File: config.mk
export PLATFORM = sky130hd
export DESIGN_NAME = first_occurrence_byte_search_flat
export DESIGN_NICKNAME = d
export VERILOG_FILES = /design/src/hw/rtl/fobs_pkg.sv /design/src/hw/rtl/fobs_if.sv /design/src/hw/rtl/fobs_cell.sv /design/src/hw/rtl/fobs_chain.sv /design/src/hw/rtl/first_occurrence_byte_search.sv /design/src/flat_wrapper.sv
export SDC_FILE = /design/constraint.sdc
export NUM_CORES = 1
export LEC_CHECK = 0
export ABC_AREA = 1
export BUFFER_PORTS_ARGS = -buffer_cell sky130_fd_sc_hd__buf_4
export CAP_MARGIN = 20
export CORE_MARGIN = 2
export CORE_UTILIZATION = 61
export DETAILED_ROUTE_END_ITERATION = 16
export PLACE_DENSITY = 0.79
export RECOVER_POWER = 25
export SETUP_SLACK_MARGIN = 0.3
export SYNTH_ARGS = -nofsm -noshare
export SYNTH_HDL_FRONTEND = slang
export SYNTH_SLANG_ARGS = --single-unit
File: constraint.sdc
create_clock -name clk -period 3.8 [get_ports clk]
set_input_delay 0.76 -clock clk [delete_from_list [all_inputs] [get_ports clk]]
set_output_delay 0.76 -clock clk [all_outputs]
set_load 0.005 [all_outputs]
File: src/hw/rtl/fobs_pkg.sv
// Shared types and constants for the first-occurrence byte search.
package fobs_pkg;

	localparam int PATTERN_MAX = 64;
	localparam int LEN_W       = $clog2(PATTERN_MAX + 1);
	localparam int POS_W       = 32;

	typedef enum logic [1:0] {
		CMD_BEGIN  = 2'd0,
		CMD_APPEND = 2'd1,
		CMD_HAY    = 2'd2,
		CMD_END    = 2'd3
	} cmd_t;

	typedef enum logic [1:0] {
		ST_FOUND     = 2'd0,
		ST_NOT_FOUND = 2'd1,
		ST_OVERFLOW  = 2'd2
	} status_t;

	typedef struct packed {
		logic       clear;
		logic       load;
		logic       shift;
		logic [7:0] data;
	} cell_ctl_t;

endpackage

File: src/hw/rtl/fobs_if.sv
// Valid/ready stream interfaces for input items and results.
interface fobs_in_if import fobs_pkg::*; ();
	logic       valid;
	logic       ready;
	cmd_t       cmd;
	logic [7:0] data_byte;

	modport source (output valid, output cmd, output data_byte, input ready);
	modport sink (input valid, input cmd, input data_byte, output ready);
endinterface

interface fobs_out_if import fobs_pkg::*; ();
	logic             valid;
	logic             ready;
	status_t          status;
	logic [POS_W-1:0] position;

	modport source (output valid, output status, output position, input ready);
	modport sink (input valid, input status, input position, output ready);
endinterface

File: src/hw/rtl/fobs_cell.sv
// One pattern cell: a pattern byte, its loaded flag and its partial-match bit.
module fobs_cell import fobs_pkg::*; (
	input  logic      clk,
	input  logic      arst_n,
	input  cell_ctl_t ctl,
	input  logic      prev_loaded,
	input  logic      prev_match,
	input  logic      next_loaded,
	output logic      loaded,
	output logic      match,
	output logic      hit
);

	logic [7:0] pat_q;
	logic       loaded_q;
	logic       match_q;
	logic       take;
	logic       match_d;

	assign take    = ctl.load & prev_loaded & ~loaded_q;
	assign match_d = prev_match & loaded_q & (pat_q == ctl.data);
	assign hit     = match_d & ~next_loaded;
	assign loaded  = loaded_q;
	assign match   = match_q;

	always_ff @(posedge clk) begin
		if (take) begin
			pat_q <= ctl.data;
		end
	end

	always_ff @(posedge clk or negedge arst_n) begin
		if (!arst_n) begin
			loaded_q <= 1'b0;
			match_q  <= 1'b0;
		end else if (ctl.clear) begin
			loaded_q <= 1'b0;
			match_q  <= 1'b0;
		end else begin
			if (take) begin
				loaded_q <= 1'b1;
			end
			if (ctl.shift) begin
				match_q <= match_d;
			end
		end
	end

endmodule

File: src/hw/rtl/fobs_chain.sv
// Row of pattern cells; reports a full match at the last loaded cell.
module fobs_chain import fobs_pkg::*; (
	input  logic      clk,
	input  logic      arst_n,
	input  cell_ctl_t ctl,
	output logic      hit,
	output logic      full
);

	logic [PATTERN_MAX-1:0] loaded;
	logic [PATTERN_MAX-1:0] match;
	logic [PATTERN_MAX-1:0] hits;

	for (genvar i = 0; i < PATTERN_MAX; i++) begin : g_cell
		logic prev_loaded;
		logic prev_match;
		logic next_loaded;

		if (i == 0) begin : g_first
			assign prev_loaded = 1'b1;
			assign prev_match  = 1'b1;
		end else begin : g_rest
			assign prev_loaded = loaded[i-1];
			assign prev_match  = match[i-1];
		end

		if (i == PATTERN_MAX - 1) begin : g_last
			assign next_loaded = 1'b0;
		end else begin : g_mid
			assign next_loaded = loaded[i+1];
		end

		fobs_cell u_cell (
			.clk         (clk),
			.arst_n      (arst_n),
			.ctl         (ctl),
			.prev_loaded (prev_loaded),
			.prev_match  (prev_match),
			.next_loaded (next_loaded),
			.loaded      (loaded[i]),
			.match       (match[i]),
			.hit         (hits[i])
		);
	end

	assign hit  = |hits;
	assign full = loaded[PATTERN_MAX-1];

endmodule

File: src/hw/rtl/first_occurrence_byte_search.sv
// Top level of the first-occurrence byte search: control, counters and result register.
//
//   channel  dir  payload                      transfer
//   item     in   cmd[1:0], data_byte[7:0]     item.valid & item.ready
//   result   out  status[1:0], position[31:0]  result.valid & result.ready
//
// One item per cycle while item.ready is high; every item is decided in the cycle it transfers and its result,
// if any, sits in the output register on the next cycle.
// The cell row updates all partial-match bits in parallel; no iteration.
// item.ready is low only while a result waits and result.ready is low.
// Reset clears the search as a begin item does and also drops a waiting result; pattern bytes are not cleared.
module first_occurrence_byte_search import fobs_pkg::*; (
	input  logic       clk,
	input  logic       arst_n,
	fobs_in_if.sink    item,
	fobs_out_if.source result
);

	logic [LEN_W-1:0] length_q;
	logic [POS_W-1:0] count_q;
	logic             reported_q;
	logic             overflow_q;

	logic             out_valid_q;
	status_t          status_q;
	logic [POS_W-1:0] position_q;

	logic             fire;
	logic             do_append;
	cell_ctl_t        ctl;
	logic             hit;
	logic             full;

	logic             emit;
	status_t          emit_status;
	logic [POS_W-1:0] emit_pos;
	logic [LEN_W-1:0] back;
	logic [POS_W-1:0] back_ext;

	assign item.ready = ~out_valid_q | result.ready;
	assign fire       = item.valid & item.ready;

	assign do_append = fire & (item.cmd == CMD_APPEND) & ~reported_q & (count_q == '0);

	assign ctl.clear = fire & (item.cmd == CMD_BEGIN);
	assign ctl.load  = do_append & ~full;
	assign ctl.shift = fire & (item.cmd == CMD_HAY) & ~reported_q & ~overflow_q
		& (length_q != '0);
	assign ctl.data  = item.data_byte;

	fobs_chain u_chain (
		.clk    (clk),
		.arst_n (arst_n),
		.ctl    (ctl),
		.hit    (hit),
		.full   (full)
	);

	assign back     = length_q - LEN_W'(1);
	assign back_ext = POS_W'(back);

	always_comb begin
		emit        = 1'b0;
		emit_status = ST_FOUND;
		emit_pos    = '0;
		if (fire && !reported_q) begin
			unique case (item.cmd)
				CMD_HAY: begin
					if (!overflow_q) begin
						if (length_q == '0) begin
							emit = 1'b1;
						end else if (hit) begin
							emit     = 1'b1;
							emit_pos = (count_q >= back_ext) ? count_q - back_ext : '0;
						end
					end
				end
				CMD_END: begin
					emit = 1'b1;
					if (overflow_q) begin
						emit_status = ST_OVERFLOW;
					end else if (length_q != '0) begin
						emit_status = ST_NOT_FOUND;
					end
				end
				default: begin
				end
			endcase
		end
	end

	always_ff @(posedge clk or negedge arst_n) begin
		if (!arst_n) begin
			length_q   <= '0;
			count_q    <= '0;
			reported_q <= 1'b0;
			overflow_q <= 1'b0;
		end else if (ctl.clear) begin
			length_q   <= '0;
			count_q    <= '0;
			reported_q <= 1'b0;
			overflow_q <= 1'b0;
		end else begin
			if (do_append) begin
				if (full) begin
					overflow_q <= 1'b1;
				end else begin
					length_q <= length_q + LEN_W'(1);
				end
			end
			if (fire && item.cmd == CMD_HAY && !reported_q && count_q != '1) begin
				count_q <= count_q + POS_W'(1);
			end
			if (emit) begin
				reported_q <= 1'b1;
			end
		end
	end

	always_ff @(posedge clk or negedge arst_n) begin
		if (!arst_n) begin
			out_valid_q <= 1'b0;
		end else if (emit) begin
			out_valid_q <= 1'b1;
		end else if (result.ready) begin
			out_valid_q <= 1'b0;
		end
	end

	always_ff @(posedge clk) begin
		if (emit) begin
			status_q   <= emit_status;
			position_q <= emit_pos;
		end
	end

	assign result.valid    = out_valid_q;
	assign result.status   = status_q;
	assign result.position = position_q;

	a_one_result: assert property (@(posedge clk) disable iff (!arst_n)
		emit |-> !reported_q)
		else $error("second result in one search");

	a_reported: assert property (@(posedge clk) disable iff (!arst_n)
		emit && !ctl.clear |=> reported_q)
		else $error("result not marked as reported");

	a_full_len: assert property (@(posedge clk) disable iff (!arst_n)
		full == (length_q == LEN_W'(PATTERN_MAX)))
		else $error("cell row and pattern length disagree");

	a_overflow: assert property (@(posedge clk) disable iff (!arst_n)
		overflow_q |-> full)
		else $error("overflow without full pattern");

endmodule

File: src/flat_wrapper.sv
// flat-port wrapper written by rule: the top's interface ports become plain ports
module first_occurrence_byte_search_flat import fobs_pkg::*;
  (clk, arst_n, item_valid, item_cmd, item_data_byte, item_ready, result_valid, result_status, result_position, result_ready);
  fobs_in_if item_i ();
  fobs_out_if result_i ();
  input  logic clk;
  input  logic arst_n;
  input wire logic [$bits(item_i.valid)-1:0] item_valid;
  input wire logic [$bits(item_i.cmd)-1:0] item_cmd;
  input wire logic [$bits(item_i.data_byte)-1:0] item_data_byte;
  output wire logic [$bits(item_i.ready)-1:0] item_ready;
  output wire logic [$bits(result_i.valid)-1:0] result_valid;
  output wire logic [$bits(result_i.status)-1:0] result_status;
  output wire logic [$bits(result_i.position)-1:0] result_position;
  input wire logic [$bits(result_i.ready)-1:0] result_ready;
  assign item_i.valid = item_valid;
  assign item_i.cmd = item_cmd;
  assign item_i.data_byte = item_data_byte;
  assign item_ready = item_i.ready;
  assign result_valid = result_i.valid;
  assign result_status = result_i.status;
  assign result_position = result_i.position;
  assign result_i.ready = result_ready;
  first_occurrence_byte_search u_core (.clk(clk), .arst_n(arst_n), .item(item_i), .result(result_i));
endmodule
==> impl_metrics.tcl <==
set metrics [dict create \
    status "finished, violations left" \
    violations "capacitance limit, slew limit" \
    postRouteAntennaNets 0 \
    layout.cells.non_filler 4346 \
    syn_avg_cell_area_um2 9.69 \
    grt_pass1_wl_mm 127 \
    powerDensity_nw_per_um2 454 \
    setup_slack_ns 0.393 \
    pre_cts_slack_ns -0.0772 \
    final_util_pct 70.0 \
    place.gp.congestion 0.872 \
    highest_layer "met5" \
    clockBufferDepth 3 \
    clkTransAtPathRegs_ns 0.06 \
    grt_util_all_layers_pct 28.8 \
    detail_route.wl_per_cell_um 18.6 \
    crit_path_cell_trace "clkbuf_1, inv_2, buf_4, or2_2, o211ai_1, nor2_1, nand3_1, nand2_1, nor2_1, nand2_1, nor2_1, nand2_1, nor2_1, nand2_1, nand2_1, nand2_1, buf_12" \
    crit_top_cell "nand2_1" \
    cts.htree.levels 3 \
    critPathMaxStageDelay_ns 0.37 \
    grt_setup_unrepaired "no" \
    placed_area_um2 35500 \
    cp.required_ns 4.14 \
    wl_met3_mm 6.70 \
    period_minus_slack_ns 3.41 \
    start_util_pct 62.0 \
    clockRootBuffer "clkbuf_16" \
    grt_max_degree 78 \
    worstPathArrival_ns 3.75 \
    clock_latency_ns 0.62 \
    portBuffers 49 \
    first_iter_violations 2512 \
    cp_max_fo 34 \
    antenna_found_initial 1 \
    core_area_um2 54100 \
    netlist-cell-type-count 45 \
    skew_ns 0.0373 \
    ys_async_sr_fraction_pct 23.6 \
    diodes 0 \
    synthToLayoutAreaGrowth_pct 12.9 \
    hpwl_mm 48.9 \
    fp.dieW_um 239 \
    synthCells 3466 \
    critPathTopFamily "simple AND/OR/NAND/NOR gates" \
    relSlewSlack_pct -29.2 \
    crit_buf_inv 4 \
    end_kind "flop" \
    cpMaxStageDelayCell "nor2_1" \
    ys.flop_type "edfxtp_1" \
    worstMarginPinSlew_ns 1.94 \
    pin_count 50 \
    slew_violations 63 \
    timing.hold.ws_ns 0.489 \
    path_class "input pin to flop" \
    drc 0 \
    fin_area_um2 37900 \
    avgViaCountPerCell 5.69 \
    synth-seq-area-share_pct 61.4 \
    drive_gt1_share_pct 9.92 \
    mappedNetlistArea_um2 33600 \
    ys_ff_latch 715 \
    fmax_mhz 294 \
    wl_met1_mm 32.0 \
    syn_nets 3493 \
    dr.pass1.iters 6 \
    first_global_vias 24100 \
    grt.overflow.total 0 \
    fill_cells 3859 \
    yosys_warnings 0 \
    min_path_type "flop to flop" \
    finish.net_count 3618 \
    synth_edf_count 546 \
    cts_made_buffers 75 \
    rows 85 \
    setup_violations 0 \
    num_vias 24700 \
    clock-sinks 715 \
    die_y_um 239 \
    ir_drop_mv 0.423 \
    fin_crit_sh_pct 89.7 \
    die_area_um2 56900 \
    max_cap_viol_count 1 \
    cts_tree "done" \
    layout_commonest_cell "nand2_1" \
    timing.final.hold_violations 0 \
    power_leakage_nw 15.9 \
    dp.cells 4207 \
    wl_met2_mm 39.4 \
    start_kind "input pin" \
    final_cell_mix "972 x nand2_1, 546 x edfxtp_1, 429 x nor2_1" \
    wl_mm 81.0 \
]
Yosys cell counts (2+ instances only):
| library cell | number | area [um2] |
|---|---|---|
| clkbuf_2 | 3 | 15.0 |
| nor3_2 | 3 | 30.0 |
| a32o_1 | 51 | 510 |
| a221oi_1 | 2 | 17.5 |
| dfrtp_1 | 169 | 4230 |
| xor2_1 | 103 | 902 |
| nor3b_1 | 4 | 30.0 |
| buf_6 | 8 | 90.1 |
| nand4_1 | 27 | 169 |
| xnor2_1 | 67 | 587 |
| inv_1 | 351 | 1320 |
| a21oi_1 | 136 | 681 |
| or2_1 | 5 | 31.3 |
| or2_2 | 37 | 231 |
| nor3_1 | 38 | 190 |
| nand2_1 | 972 | 3650 |
| buf_2 | 70 | 350 |
| nor2_2 | 7 | 43.8 |
| nand3_2 | 2 | 20.0 |
| inv_2 | 11 | 41.3 |
| o21ai_2 | 7 | 61.3 |
| o21ai_1 | 10 | 50.1 |
| edfxtp_1 | 546 | 16400 |
| o21ai_0 | 127 | 636 |
| o22ai_1 | 3 | 18.8 |
| a21oi_2 | 13 | 114 |
| nor4_2 | 2 | 25.0 |
| ha_1 | 12 | 150 |
| a211oi_1 | 2 | 15.0 |
| nor2_1 | 431 | 1620 |
| buf_4 | 17 | 128 |
| nor4_1 | 6 | 37.5 |
| o211ai_1 | 24 | 180 |
| clkbuf_1 | 31 | 116 |
| or2_0 | 17 | 106 |
| a31oi_1 | 3 | 18.8 |
| nand3_1 | 141 | 706 |
state kept, by name, summed over array words and instances (netlist names):
name	flops
u_core.result.valid	1
u_core.result.position	32
u_core.u_chain.g_cell.u_cell.match	63
u_core.count_q	32
u_core.u_chain.g_cell.u_cell.loaded	64
u_core.u_chain.g_cell.u_cell.pat_q	512
u_core.result.status	2
u_core.length_q	7
u_core.overflow_q	1
u_core.reported_q	1
tightest hold or removal path, delay by kind of cell, from the launching register on:
family / cells / cell delay [ns]
DFF: 1 / 0.34
and+or+nand+nor: 1 / 0.05
AOI/OAI and AO/OA: 1 / 0.06
per-stage QoR:
| step | setup TNS [ns] | total power, W |
|---|---|---|
| 5_1_grt | 0 | 0.0177 |
| 3_3_place_gp | -0.125 | 0.0102 |
| 4_1_cts | 0 | 0.0173 |
| 3_5_place_dp | -1.17 | 0.0102 |
| 2_1_floorplan | 0 | 0.00962 |
| 6_report | 0 | 0.0172 |
logic make-up after synthesis:
logic type	count (synthesis)	share of synthesized area (%)
and+or+nand+nor	1694	20.5
DFF	715	61.4
buffers and inverters	492	6.14
AOI/OAI and AO/OA	382	6.96
xor gates and xnor gates	170	4.43
adders and majority gates	13	0.507
worst paths after layout:
| kind | start | to | slack [ns] | cells after the start |
|---|---|---|---|---|
| setup / recovery | item_data_byte[4] | u_core.result.position[2] | 0.39 | 17 |
| hold / removal | u_core.u_chain.g_cell[54].u_cell.match | u_core.u_chain.g_cell[54].u_cell.match | 0.49 | 2 |
| setup reg to reg | u_core.length_q[0] | u_core.result.position[26] | 0.49 | 14 |
| hold reg to reg | u_core.u_chain.g_cell[54].u_cell.match | u_core.u_chain.g_cell[54].u_cell.match | 0.49 | 2 |
| max in group asynchronous | arst_n | u_core.u_chain.g_cell[23].u_cell.match | 1.86 | 2 |
| min in group asynchronous | arst_n | u_core.u_chain.g_cell[59].u_cell.match | 0.71 | 1 |
repair_timing:
action / in CTS / in global routing
setup endpoints to repair: 0 / 28
buffers inserted: 0 / 3
hold buffers: 0 / 0
resized for setup: 0 / 5
power by group:
group | switching (W) | internal (W) | total, W
Sequential | 0.0000601 | 0.00854 | 0.00860
Clock | 0.00297 | 0.00414 | 0.00711
Combinational | 0.00101 | 0.000494 | 0.00150
layout make-up:
cell class | instances | area, um2 | share of cell area, %
Timing Repair Buffer | 178 | 1760 | 4.63
Multi-Input combinational cell | 2259 | 10900 | 28.8
Sequential cell | 715 | 20600 | 54.4
Clock inverter | 27 | 248 | 0.654
Inverter | 362 | 1360 | 3.60
Tap cell | 696 | 871 | 2.30
Clock buffer | 109 | 2120 | 5.58
metal layers:
metal | up-vias | track usage (%)
met4 | 4 | 12.1
li1 | 11600 | -
met3 | 209 | 4.92
met5 | - | 0
met1 | 11800 | 37.7
met2 | 1107 | 48.0
No activity file was read; power rests on OpenSTA's default activity.
